## src/rtl/lpnd_pkg.sv

```systemverilog
// Package for the length-prefixed NAL deframer: payload structs, codes,
// queue sizing and result helpers. No dependencies.
`default_nettype none

package lpnd_pkg;

    localparam int POSITION_BITS_DEF = 24;
    localparam int QUEUE_DEPTH       = 4;
    localparam int OFFSET_W          = 24;
    localparam int LENGTH_W          = 31;

    typedef enum logic [1:0] {
        K_UNIT    = 2'd0,
        K_INVALID = 2'd1,
        K_EXCEEDS = 2'd2,
        K_TRUNC   = 2'd3
    } t_kind;

    typedef enum logic [2:0] {
        PH_PREFIX  = 3'b001,
        PH_PAYLOAD = 3'b010,
        PH_DISCARD = 3'b100
    } t_phase;

    typedef struct packed {
        logic [7:0] data_byte;
        logic       packet_last;
    } t_in_item;

    typedef struct packed {
        logic [1:0]          kind;
        logic [OFFSET_W-1:0] unit_offset;
        logic [LENGTH_W-1:0] unit_length;
        logic                forbidden_bit;
        logic [1:0]          ref_priority;
        logic [4:0]          unit_type;
        logic [OFFSET_W-1:0] remaining_bytes;
        logic                last;
    } t_result;

    typedef struct packed {
        logic    two;
        t_result r0;
        t_result r1;
    } t_pair;

    typedef struct packed {
        logic empty;
        logic full;
    } t_qstat;

    function automatic logic [2:0] prefix_len(input logic [2:0] lfb);
        logic [2:0] l;
        priority if (lfb == 3'd0) begin
            l = 3'd1;
        end else if (lfb > 3'd4) begin
            l = 3'd4;
        end else begin
            l = lfb;
        end
        return l;
    endfunction

    function automatic t_result mk_result(input t_kind kind,
                                          input logic [OFFSET_W-1:0] offset,
                                          input logic [LENGTH_W-1:0] length,
                                          input logic [7:0] hdr,
                                          input logic [OFFSET_W-1:0] remaining);
        t_result r;
        r.kind            = kind;
        r.unit_offset     = offset;
        r.unit_length     = length;
        r.forbidden_bit   = hdr[7];
        r.ref_priority    = hdr[6:5];
        r.unit_type       = hdr[4:0];
        r.remaining_bytes = remaining;
        r.last            = 1'b1;
        return r;
    endfunction

endpackage

`default_nettype wire

```

## src/rtl/lpnd_front.sv

```systemverilog
// Front part: accepts packet bytes, tracks prefix/payload/discard phase and
// emits one- or two-result pairs at unit or packet end. Depends on lpnd_pkg.
`default_nettype none

module lpnd_front
    import lpnd_pkg::*;
#(
    parameter int POSITION_BITS = POSITION_BITS_DEF
) (
    input  wire logic     i_clk,
    input  wire logic     i_rst_n,
    input  wire logic     i_accept,
    input  wire t_in_item i_item,
    input  wire logic     i_cfg_we,
    input  wire logic [2:0] i_cfg_data,
    output t_pair         o_pair,
    output logic          o_push
);

    localparam logic [POSITION_BITS-1:0] POS_MAX = '1;
    localparam logic [31:0] POS_MAX_32 = 32'(POS_MAX);

    t_phase                   r_phase, n_phase;
    logic [2:0]               r_pcnt, n_pcnt;
    logic [31:0]              r_accum, n_accum;
    logic [LENGTH_W-1:0]      r_left, n_left;
    logic [LENGTH_W-1:0]      r_got, n_got;
    logic [POSITION_BITS-1:0] r_pos, n_pos;
    logic [POSITION_BITS-1:0] r_pstart, n_pstart;
    logic [POSITION_BITS-1:0] r_dstart, n_dstart;
    logic [7:0]               r_hdr, n_hdr;
    logic [POSITION_BITS-1:0] r_disc, n_disc;
    logic [2:0]               r_lfb;

    logic [2:0]               plen;
    logic [POSITION_BITS-1:0] pos_inc;
    logic [POSITION_BITS-1:0] disc_inc;
    logic [31:0]              acc_base;
    logic [31:0]              acc_new;
    logic [POSITION_BITS-1:0] start;
    logic [2:0]               cnt_new;
    logic [7:0]               hdr;
    logic [LENGTH_W-1:0]      got_new;
    logic [31:0]              got_sat;
    t_pair                    pair;
    logic                     push;

    assign plen     = prefix_len(r_lfb);
    assign pos_inc  = (r_pos == POS_MAX) ? r_pos : r_pos + 1'b1;
    assign disc_inc = (r_disc == POS_MAX) ? r_disc : r_disc + 1'b1;
    assign acc_base = (r_pcnt == 3'd0) ? 32'd0 : r_accum;
    assign acc_new  = {acc_base[23:0], i_item.data_byte};
    assign start    = (r_pcnt == 3'd0) ? r_pos : r_pstart;
    assign cnt_new  = r_pcnt + 3'd1;
    assign hdr      = (r_got == '0) ? i_item.data_byte : r_hdr;
    assign got_new  = r_got + 1'b1;
    assign got_sat  = (32'(got_new) > POS_MAX_32) ? POS_MAX_32 : 32'(got_new);

    always_comb begin
        n_phase  = r_phase;
        n_pcnt   = r_pcnt;
        n_accum  = r_accum;
        n_left   = r_left;
        n_got    = r_got;
        n_pos    = r_pos;
        n_pstart = r_pstart;
        n_dstart = r_dstart;
        n_hdr    = r_hdr;
        n_disc   = r_disc;
        pair     = '0;
        push     = 1'b0;
        if (i_accept) begin
            unique case (r_phase)
                PH_PREFIX: begin
                    n_pstart = start;
                    n_accum  = acc_new;
                    if (cnt_new >= plen) begin
                        n_pcnt   = 3'd0;
                        n_dstart = pos_inc;
                        if (acc_new == 32'd0 || acc_new[31]) begin
                            n_phase = PH_DISCARD;
                            n_disc  = '0;
                            if (i_item.packet_last) begin
                                push    = 1'b1;
                                pair.r0 = mk_result(K_INVALID, OFFSET_W'(start),
                                                    acc_new[LENGTH_W-1:0], 8'd0, '0);
                            end
                        end else begin
                            n_phase = PH_PAYLOAD;
                            n_left  = acc_new[LENGTH_W-1:0];
                            n_got   = '0;
                            if (i_item.packet_last) begin
                                push    = 1'b1;
                                pair.r0 = mk_result(K_EXCEEDS, OFFSET_W'(start),
                                                    acc_new[LENGTH_W-1:0], 8'd0, '0);
                            end
                        end
                    end else begin
                        n_pcnt = cnt_new;
                        if (i_item.packet_last) begin
                            push    = 1'b1;
                            pair.r0 = mk_result(K_TRUNC, OFFSET_W'(start), '0, 8'd0,
                                                OFFSET_W'(cnt_new));
                        end
                    end
                end
                PH_PAYLOAD: begin
                    n_hdr  = hdr;
                    n_left = r_left - 1'b1;
                    n_got  = got_new;
                    if (r_left == LENGTH_W'(1)) begin
                        push    = 1'b1;
                        pair.r0 = mk_result(K_UNIT, OFFSET_W'(r_dstart),
                                            r_accum[LENGTH_W-1:0], hdr, '0);
                        n_phase = PH_PREFIX;
                        n_accum = 32'd0;
                    end else if (i_item.packet_last) begin
                        push    = 1'b1;
                        pair.r0 = mk_result(K_EXCEEDS, OFFSET_W'(r_pstart),
                                            r_accum[LENGTH_W-1:0], 8'd0,
                                            OFFSET_W'(got_sat));
                        if (got_sat < 32'(plen)) begin
                            pair.two = 1'b1;
                            pair.r1  = mk_result(K_TRUNC, OFFSET_W'(r_dstart), '0, 8'd0,
                                                 OFFSET_W'(got_sat));
                        end
                    end
                end
                PH_DISCARD: begin
                    n_disc = disc_inc;
                    if (i_item.packet_last) begin
                        push    = 1'b1;
                        pair.r0 = mk_result(K_INVALID, OFFSET_W'(r_pstart),
                                            r_accum[LENGTH_W-1:0], 8'd0,
                                            OFFSET_W'(disc_inc));
                        if (32'(disc_inc) < 32'(plen)) begin
                            pair.two = 1'b1;
                            pair.r1  = mk_result(K_TRUNC, OFFSET_W'(r_dstart), '0, 8'd0,
                                                 OFFSET_W'(disc_inc));
                        end
                    end
                end
                default: begin
                    n_phase = PH_PREFIX;
                end
            endcase
            pair.r0.last = !pair.two;
            n_pos = pos_inc;
            if (i_item.packet_last) begin
                n_phase  = PH_PREFIX;
                n_pcnt   = 3'd0;
                n_accum  = 32'd0;
                n_left   = '0;
                n_got    = '0;
                n_pos    = '0;
                n_pstart = '0;
                n_dstart = '0;
                n_hdr    = 8'd0;
                n_disc   = '0;
            end
        end
    end

    always_ff @(posedge i_clk) begin
        if (!i_rst_n) begin
            r_phase  <= PH_PREFIX;
            r_pcnt   <= 3'd0;
            r_accum  <= 32'd0;
            r_left   <= '0;
            r_got    <= '0;
            r_pos    <= '0;
            r_pstart <= '0;
            r_dstart <= '0;
            r_hdr    <= 8'd0;
            r_disc   <= '0;
            r_lfb    <= 3'd4;
        end else begin
            r_phase  <= n_phase;
            r_pcnt   <= n_pcnt;
            r_accum  <= n_accum;
            r_left   <= n_left;
            r_got    <= n_got;
            r_pos    <= n_pos;
            r_pstart <= n_pstart;
            r_dstart <= n_dstart;
            r_hdr    <= n_hdr;
            r_disc   <= n_disc;
            if (i_cfg_we) begin
                r_lfb <= i_cfg_data;
            end
        end
    end

    assign o_pair = pair;
    assign o_push = push;

endmodule

`default_nettype wire

```

## src/rtl/lpnd_queue.sv

```systemverilog
// Short FIFO of result pairs between the front and back parts.
// Depends on lpnd_pkg.
`default_nettype none

module lpnd_queue
    import lpnd_pkg::*;
(
    input  wire logic  i_clk,
    input  wire logic  i_rst_n,
    input  wire logic  i_push,
    input  wire t_pair i_pair,
    input  wire logic  i_pop,
    output t_pair      o_pair,
    output t_qstat     o_stat
);

    localparam int AW = $clog2(QUEUE_DEPTH);
    localparam int CW = $clog2(QUEUE_DEPTH + 1);

    t_pair         r_mem [QUEUE_DEPTH];
    logic [AW-1:0] r_wr, n_wr;
    logic [AW-1:0] r_rd, n_rd;
    logic [CW-1:0] r_cnt, n_cnt;

    always_comb begin
        n_wr  = r_wr;
        n_rd  = r_rd;
        n_cnt = r_cnt;
        if (i_push) begin
            n_wr = (r_wr == AW'(QUEUE_DEPTH - 1)) ? '0 : r_wr + 1'b1;
        end
        if (i_pop) begin
            n_rd = (r_rd == AW'(QUEUE_DEPTH - 1)) ? '0 : r_rd + 1'b1;
        end
        unique case ({i_push, i_pop})
            2'b10:   n_cnt = r_cnt + 1'b1;
            2'b01:   n_cnt = r_cnt - 1'b1;
            default: n_cnt = r_cnt;
        endcase
    end

    always_ff @(posedge i_clk) begin
        if (!i_rst_n) begin
            r_wr  <= '0;
            r_rd  <= '0;
            r_cnt <= '0;
        end else begin
            r_wr  <= n_wr;
            r_rd  <= n_rd;
            r_cnt <= n_cnt;
        end
    end

    always_ff @(posedge i_clk) begin
        if (i_push) begin
            r_mem[r_wr] <= i_pair;
        end
    end

    assign o_pair = r_mem[r_rd];
    assign o_stat = {(r_cnt == '0), (r_cnt == CW'(QUEUE_DEPTH))};

endmodule

`default_nettype wire

```

## src/rtl/lpnd_back.sv

```systemverilog
// Back part: pops result pairs and presents them one at a time through the
// output register. Depends on lpnd_pkg.
`default_nettype none

module lpnd_back
    import lpnd_pkg::*;
(
    input  wire logic   i_clk,
    input  wire logic   i_rst_n,
    input  wire t_qstat i_qstat,
    input  wire t_pair  i_pair,
    output logic        o_pop,
    output logic        o_valid,
    input  wire logic   i_stall,
    output t_result     o_data
);

    logic    r_valid, n_valid;
    t_result r_data, n_data;
    logic    r_pend_valid, n_pend_valid;
    t_result r_pend, n_pend;
    logic    free;
    logic    pop;

    assign free = !r_valid || !i_stall;

    always_comb begin
        n_valid      = r_valid;
        n_data       = r_data;
        n_pend_valid = r_pend_valid;
        n_pend       = r_pend;
        pop          = 1'b0;
        if (free) begin
            priority if (r_pend_valid) begin
                n_valid      = 1'b1;
                n_data       = r_pend;
                n_pend_valid = 1'b0;
            end else if (!i_qstat.empty) begin
                pop          = 1'b1;
                n_valid      = 1'b1;
                n_data       = i_pair.r0;
                n_pend       = i_pair.r1;
                n_pend_valid = i_pair.two;
            end else begin
                n_valid = 1'b0;
            end
        end
    end

    always_ff @(posedge i_clk) begin
        if (!i_rst_n) begin
            r_valid      <= 1'b0;
            r_pend_valid <= 1'b0;
        end else begin
            r_valid      <= n_valid;
            r_pend_valid <= n_pend_valid;
        end
    end

    always_ff @(posedge i_clk) begin
        r_data <= n_data;
        r_pend <= n_pend;
    end

    assign o_pop   = pop;
    assign o_valid = r_valid;
    assign o_data  = r_data;

endmodule

`default_nettype wire

```

## src/rtl/length_prefixed_nal_deframer.sv

```systemverilog
// Length-prefixed NAL deframer, top level: front, pair queue and back part.
// Depends on lpnd_pkg, lpnd_front, lpnd_queue, lpnd_back.
//
// Usage: packet bytes enter on the input channel (i_in_valid / o_in_stall,
// payload t_in_item), one byte per transaction, packet_last on the final
// byte. Results leave on the output channel (o_out_valid / i_out_stall,
// payload t_result): one per complete unit, and error or truncation reports
// after the packet's last byte (up to two for that byte, the final one with
// last set). The prefix size register is written on i_cfg_valid / o_cfg_ready;
// the user must write it only while the block is idle, which the block does
// not enforce; o_cfg_ready is always high. Throughput: one byte per cycle;
// o_in_stall rises only when the four-entry pair queue is full. A byte's
// first result passes through the pair queue into the output register; a
// byte with two results presents the second from a pending register after
// the first is taken.
// Reset: all per-packet state clears, the prefix size returns to 4 and the
// output goes invalid. While the receiver stalls, the output result holds,
// the queue fills and input bytes are then held off.
`default_nettype none

module length_prefixed_nal_deframer
    import lpnd_pkg::*;
#(
    parameter int POSITION_BITS = POSITION_BITS_DEF
) (
    input  wire logic       i_clk,
    input  wire logic       i_rst_n,
    input  wire logic       i_in_valid,
    output logic            o_in_stall,
    input  wire t_in_item   i_in_data,
    output logic            o_out_valid,
    input  wire logic       i_out_stall,
    output t_result         o_out_data,
    input  wire logic       i_cfg_valid,
    output logic            o_cfg_ready,
    input  wire logic [2:0] i_cfg_data
);

    t_pair  front_pair;
    logic   front_push;
    t_pair  q_pair;
    t_qstat q_stat;
    logic   q_pop;
    logic   accept;

    assign accept      = i_in_valid && !q_stat.full;
    assign o_in_stall  = q_stat.full;
    assign o_cfg_ready = 1'b1;

    lpnd_front #(
        .POSITION_BITS(POSITION_BITS)
    ) u_front (
        .i_clk     (i_clk),
        .i_rst_n   (i_rst_n),
        .i_accept  (accept),
        .i_item    (i_in_data),
        .i_cfg_we  (i_cfg_valid),
        .i_cfg_data(i_cfg_data),
        .o_pair    (front_pair),
        .o_push    (front_push)
    );

    lpnd_queue u_queue (
        .i_clk  (i_clk),
        .i_rst_n(i_rst_n),
        .i_push (front_push),
        .i_pair (front_pair),
        .i_pop  (q_pop),
        .o_pair (q_pair),
        .o_stat (q_stat)
    );

    lpnd_back u_back (
        .i_clk  (i_clk),
        .i_rst_n(i_rst_n),
        .i_qstat(q_stat),
        .i_pair (q_pair),
        .o_pop  (q_pop),
        .o_valid(o_out_valid),
        .i_stall(i_out_stall),
        .o_data (o_out_data)
    );

endmodule

`default_nettype wire

```

## config.mk

```make
export PLATFORM = sky130hd
export DESIGN_NAME = length_prefixed_nal_deframer
export DESIGN_NICKNAME = d
export VERILOG_FILES = /design/src/rtl/lpnd_pkg.sv /design/src/rtl/lpnd_front.sv /design/src/rtl/lpnd_queue.sv /design/src/rtl/lpnd_back.sv /design/src/rtl/length_prefixed_nal_deframer.sv
export SDC_FILE = /design/constraint.sdc
export NUM_CORES = 1
export LEC_CHECK = 0
export ABC_AREA = 0
export BUFFER_PORTS_ARGS = -buffer_cell sky130_fd_sc_hd__clkbuf_2
export CAP_MARGIN = 0
export CORE_MARGIN = 2
export CORE_UTILIZATION = 50
export CTS_BUF_LIST = sky130_fd_sc_hd__clkbuf_16
export CTS_CLUSTER_DIAMETER = 100
export CTS_CLUSTER_SIZE = 25
export DETAILED_ROUTE_END_ITERATION = 8
export PLACE_DENSITY = 0.66
export REMOVE_ABC_BUFFERS = 1
export SYNTH_ARGS = -nofsm -noshare
export SYNTH_HDL_FRONTEND = slang
export SYNTH_SLANG_ARGS = --single-unit
```

## constraint.sdc

```tcl
create_clock -name i_clk -period 16.46 [get_ports i_clk]
set_input_delay 1.646 -clock i_clk [delete_from_list [all_inputs] [get_ports i_clk]]
set_output_delay 1.646 -clock i_clk [all_outputs]
set_load 0.005 [all_outputs]
```

Word level (Yosys, flattened, before mapping):

Memories as Yosys holds them, arrays and structs flattened. A register that Yosys moved wholly into a read port is not among the register bits.
Index checks and enable logic that the tools add are counted.

* register bits after elaboration: 395
* bits in writable memories: 724
* output and inout port bits: 93
* memories kept: 1

* add/sub/neg operators: 9
* magnitude comparators: 5
* eq/ne operators: 17
* mux-type cells: 77
* bitwise operators: 2
* reduce and logical (&&, ||, !) cells: 28

Memories
* u_queue.r_mem: words 4, width 181, read ports 1, clocked after Yosys merged registers in 1, write ports 1, line lpnd_queue.sv:20 `t_pair r_mem [QUEUE_DEPTH];`

Operators with widths (count)
* $mux 90: 10
* $mux 181: 3
* $mux 24: 13
* $mux 31: 9
* $pmux 90 s3: 1
* $pmux 31 s2: 3
* $pmux 90 s2: 1
* $mux 89: 1
* $add 24x1->24 const B: 2
* $eq 24x24->1 const B: 2
* $pmux 24 s2: 1
* $logic_not 32->1: 1
* $lt 32x3->1: 1
* $add 31x1->31 const B: 1
* $eq 31x1->1 const B: 1
* $gt 31x24->1 const B: 1
* $logic_not 31->1: 1
* $sub 31x1->31 const B: 1
* $mux 3: 9
* $lt 24x3->1: 1
* $mux 8: 3
* $mux 1: 15
* $reduce_and 4->1: 3
* $logic_not 3->1: 3
* 26 further kinds: 51

Logic depth before layout (Yosys ltp):

* word-level depth: 11
* depth in mapped cells: 18
* depth with buffers taken out: 15

Cells and area by module:

From an unflattened synthesis, not the netlist that was laid out.

* cell total of the unflattened synthesis: 3214
* area total of the unflattened synthesis: 47031.4 um^2

Modules (own cells, without submodules)
* lpnd_queue: times used 1, cells each 992, area an instance 26546.7 um^2, sequential area each 21921.0 um^2
* lpnd_front: times used 1, cells each 1928, area an instance 13859.5 um^2, sequential area each 4124.0 um^2
* lpnd_back: times used 1, cells each 291, area an instance 6600.1 um^2, sequential area each 5445.2 um^2
* length_prefixed_nal_deframer: times used 1, cells each 3, area an instance 25.0 um^2, sequential area each 0.0 um^2

Least setup slack after synthesis:

No wires, ideal clock.

* path type: in2reg
* start point: input i_out_stall
* end point: register u_queue.r_cnt[2]
* data arrival time: 7367 ps
* data required time: 16390 ps
* slack: 9023 ps
* cell stages on the path: 7
* path buffers: 0
* cells stage by stage: a211oi_1 > ha_1 > inv_1 > fa_1 > xor2_1 > or3_1 > a21oi_1

* longest elaborated chain between the ends: 5

RTL lines
* start, declared: line length_prefixed_nal_deframer.sv:32 `input wire logic i_out_stall,`
* $logic_not 1->1 *: line lpnd_back.sv:25 `assign free = !r_valid || !i_stall;`
* $logic_or 1x1->1 *: line lpnd_back.sv:25
* $mux 1 *: line lpnd_back.sv:33 `if (free) begin`
* $eq 2x1->1 / $eq 2x2->1 (equally long branches): line lpnd_queue.sv:35 `unique case ({i_push, i_pop})`
* $pmux 3 s2 / $reduce_bool 2->1 (equally long branches)
* end signal, assigned: line lpnd_queue.sv:50 `r_cnt <= n_cnt;`
* end, declared: line lpnd_queue.sv:23 `logic [CW-1:0] r_cnt, n_cnt;`

Mark *: on every way between the ends. The rest lies on a longest branch, timed or not.
A chain may end at the register's enable or synchronous reset.

==> qor.txt <==
RUN STATUS
-----------------------------------------------------------------------------------
Status                                                                    completed

CLOCK NETWORK
-----------------------------------------------------------------------------------
Hold buffers post-CTS                                                             0
Clock Latency Late Sink                                                      620 ps
Total setup buffers inserted after CTS                                            0
H-Tree Depth                                                                      2
TritonCTS clock tree                                                          built
Clock root buffer master                                               sky130_fd_sc_hd__clkbuf_16
Cts bufs inserted                                                                42
Num Clock Sinks                                                                 912
Clock Tree Buf Depth                                                              3
CTS clk-pin slew, worst paths                                                100 ps
# resized after CTS                                                               0

WORST SETUP PATH
-----------------------------------------------------------------------------------
Master of the slowest instance on the critical path                    sky130_fd_sc_hd__or4_1
Worst path bufs/invs                                                              3
Cells along the critical path                                          ha_1 -> nand4_1 -> or4_1 -> a2111oi_0 -> a2bb2oi_1 -> o21ai_1 -> buf_4 -> nor2_1 -> inv_1 -> ha_1 -> a21boi_0 -> o21ai_0 -> and4b_1 -> and4_1 -> a32oi_2 -> buf_4 -> and2b_1
Largest incremental delay on the critical path                               540 ps
Setup crit end kind                                                            flop
Data arrival time at the worst-slack endpoint                               5320 ps
CP Depth                                                                         17
Reg2reg path depth                                                               17
Maximum fanout along the worst path                                              25
Worst setup path class                                                 flop to flop
Nature of the critical path startpoint                                         flop
Critical path data required time                                          16,810 ps
CP top delay family                                                    simple AND/OR/NAND/NOR gates

TIMING
-----------------------------------------------------------------------------------
Post-route clock period utilization                                          30.22%
Setup repair after global routing missed its margin                              no
Hold Worst Slack                                                           462.8 ps
Clock period minus final worst setup slack                                  4975 ps
Worst Tran Pin Value                                                        1318 ps
Final-report setup violation count                                                0
Slew headroom                                                                11.84%
Post-route clock skew                                                      34.98 ps
Highest attainable clock frequency                                        201.0 MHz
Fin Setup TNS                                                                  0 ps
Pins over their slew limit                                                        0
Number of endpoints with negative hold slack in the final report                  0
Fin worst setup slack                                                     11,490 ps

PWR
-----------------------------------------------------------------------------------
Power Internal                                                              3741 uW
Cell area power density                                                125.1 nW/um2
Net switching power of the design                                           1486 uW
Switch share                                                                 28.44%
Comb pwr share                                                                20.8%
Reg power frac                                                                56.5%
Cell leakage power                                                       0.01358 uW
Peak supply drop                                                         0.08517 mV
Clk pwr share                                                                 22.7%

LOGIC SYNTHESIS
-----------------------------------------------------------------------------------
Post-synth design cell area                                              38,850 um2
Average footprint of a synthesized cell                                   13.37 um2
Most used DFF post-synth                                               sky130_fd_sc_hd__edfxtp_1
Cell variety after synth                                                         76
Cells after synthesis                                                         2,905
Portion of synthesized cell area occupied by the leading cell type           53.72%
EDFF count, synth                                                               695
Most area-hungry cell type in the Yosys netlist                        sky130_fd_sc_hd__edfxtp_1
#FFs+latches synth                                                              912
Fraction of synthesis flops using an asynchronous set or reset pin               0%
Yosys Warn Count                                                                  0
Area contributors post-synth                                           sky130_fd_sc_hd__edfxtp_1 (54%), sky130_fd_sc_hd__dfxtp_1 (11%), sky130_fd_sc_hd__mux4_2 (8.1%)
Part of the Yosys area used for sequential elements                          64.90%

FINAL LAYOUT
-----------------------------------------------------------------------------------
P&R area growth vs syn                                                       7.556%
Layout filler cell count                                                      6,330
Number of nets in the layout                                                  3,003
Antenna fix cells                                                                 0
Layout Cell Area excl Fill                                               41,780 um2
Share of post-route cells with drive strength above 1                        14.98%
Count of placed standard cells in the final layout, fillers left out          4,037

DRT
-----------------------------------------------------------------------------------
Initial detailed-routing violation count                                      2,892
Residual DRC                                                                      0
Average wire per cell in the routed design                                 23.37 um
Overall via count from detail_route                                          24,540
Overall routed net length                                                  94.33 mm
Length of the first detailed-routing pass in iterations                           7
Detail Route Antenna Nets                                                         0
Via density per instance                                                      6.079

PLACEMENT
-----------------------------------------------------------------------------------
HPWL after detailed placement                                              59.48 mm
Final weighted congestion in routability-driven placement                    0.9487
Port bufs                                                                       108
Cell Area, Placed                                                        40,570 um2
Placement Setup Slack                                                     11,620 ps
Number of instances in the placed design                                      3,960

GLOBAL ROUTE
-----------------------------------------------------------------------------------
Largest net degree at the start of global routing                                68
Total grt overflow                                                                0
Total routing resource utilization after global routing                      23.55%
Via count of the first global-routing pass                                   23,800
Wire length of the first global-routing pass                               144.1 mm
Antenna violations before repair                                                  0

WORST HOLD PATH
-----------------------------------------------------------------------------------
Worst hold path cell count                                                        2
Min-delay worst type                                                   flop to flop

FLOORPLANNING
-----------------------------------------------------------------------------------
Core Region                                                              77,210 um2
Number of cell rows                                                             102
Starting density of the core                                                 50.31%
Die Area                                                                 79,940 um2
I/O pin total                                                                   110
DIE WIDTH                                                                  282.7 um
Height of the die                                                          282.7 um

FLOW RUN
-----------------------------------------------------------------------------------
Max cap viols                                                                     0

power by group through the flow:
stage / clock (uW) / sequential [uW] / combinational [uW]
2_1_floorplan: 0 / 3080 / 645
3_3_place_gp: 0 / 3000 / 1100
3_5_place_dp: 0 / 3000 / 1110
4_1_cts: 1220 / 2960 / 1120
5_1_grt: 1290 / 2980 / 1190
6_report: 1190 / 2950 / 1090
cells in the mapped netlist (all sizes together) (26+ instances only):
cell	number
nand4	37
nand2	216
nor3	63
mux2	50
buf	46
nor2b	70
xnor2	50
a21oi	151
edfxtp	695
mux4	139
xor2	32
nand3	69
a22oi	94
o21ai	110
inv	27
nor4	39
nor2	298
dfxtp	217
a31oi	26
clkbuf	174
worst min-delay path, stage by stage, from the launching register on:
cell and delay, ps:
sky130_fd_sc_hd__dfxtp_1 320, sky130_fd_sc_hd__nand2_1 50, sky130_fd_sc_hd__a21oi_1 50
placed cells by master (no fill, tap or decap), types with 69 or more instances in the layout:
master	n
sky130_fd_sc_hd__a21oi_1	149
sky130_fd_sc_hd__a22oi_1	94
sky130_fd_sc_hd__clkbuf_2	108
sky130_fd_sc_hd__conb_1	85
sky130_fd_sc_hd__dfxtp_1	214
sky130_fd_sc_hd__edfxtp_1	695
sky130_fd_sc_hd__mux4_2	139
sky130_fd_sc_hd__nand2_1	215
sky130_fd_sc_hd__nand3_1	69
sky130_fd_sc_hd__nor2_1	296
sky130_fd_sc_hd__o21ai_0	105
metrics by stage:
stage,power (uW),util [%]
final,5227,54.12
after global routing,5456,54.12
after CTS,5288,54.12
after detailed placement,4114,52.54
after global placement,4099,52.54
after floorplan,3730,-
cell families (layout without fill, tap and decap cells):
family,count (synthesis),after routing,synth area share [%]
AOI/OAI and AO/OA,512,512,8.371
muxes,212,212,10.10
and+or+nand+nor,916,916,11.49
DFF,912,912,64.90
buffers and inverters,247,256,2.544
xor gates and xnor gates,82,82,1.849
other,2,85,0.01933
adders and majority gates,22,22,0.7279
layer usage:
| layer | global-route usage (%) | vias up | share of wire [%] |
|---|---|---|---|
| met3 | 3.252 | 152 | 6.8 |
| met4 | 5.956 | 0 | 2.5 |
| met2 | 36.90 | 932 | 47 |
| li1 | - | 11030 | - |
| met5 | 0 | - | 0 |
| met1 | 34.91 | 12430 | 44 |
registers in the layout, summed over array words and instances (netlist names), named ones only:
name / cells
u_front.r_lfb: 3
u_front.r_pos: 24
u_queue.r_mem: 556
u_front.r_got: 31
u_back.o_data: 90
u_front.r_phase: 3
u_front.r_disc: 24
u_queue.r_rd: 2
u_front.r_accum: 31
u_front.r_pcnt: 3
u_back.o_valid: 1
u_queue.r_wr: 2
u_front.r_hdr: 8
u_front.r_pstart: 24
u_back.r_pend: 49
u_front.r_left: 31
u_front.r_dstart: 24
u_queue.r_cnt: 3
u_back.r_pend_valid: 1
final cells by class:
class                      instances  area [um2]  area share [%]
sequential                       912       25230           60.37
multi-input combinational       1829       13070           31.27
tap                             1040        1301           3.114
clock buffer                      43        1076           2.575
timing repair buffer             152       870.8           2.084
clock inverter                    34       140.1          0.3354
inverter                          27       103.9          0.2485
final timing paths:
check	start	to	slack, ps
setup / recovery	u_front.r_got[0]	u_queue.r_mem[1][64]	11490
setup reg to reg	u_front.r_got[0]	u_queue.r_mem[1][64]	11490
hold reg to reg	u_front.r_accum[27]	u_front.r_accum[27]	460
hold / removal	u_front.r_accum[27]	u_front.r_accum[27]	460
Note: power is estimated with default switching activity, not from simulation.
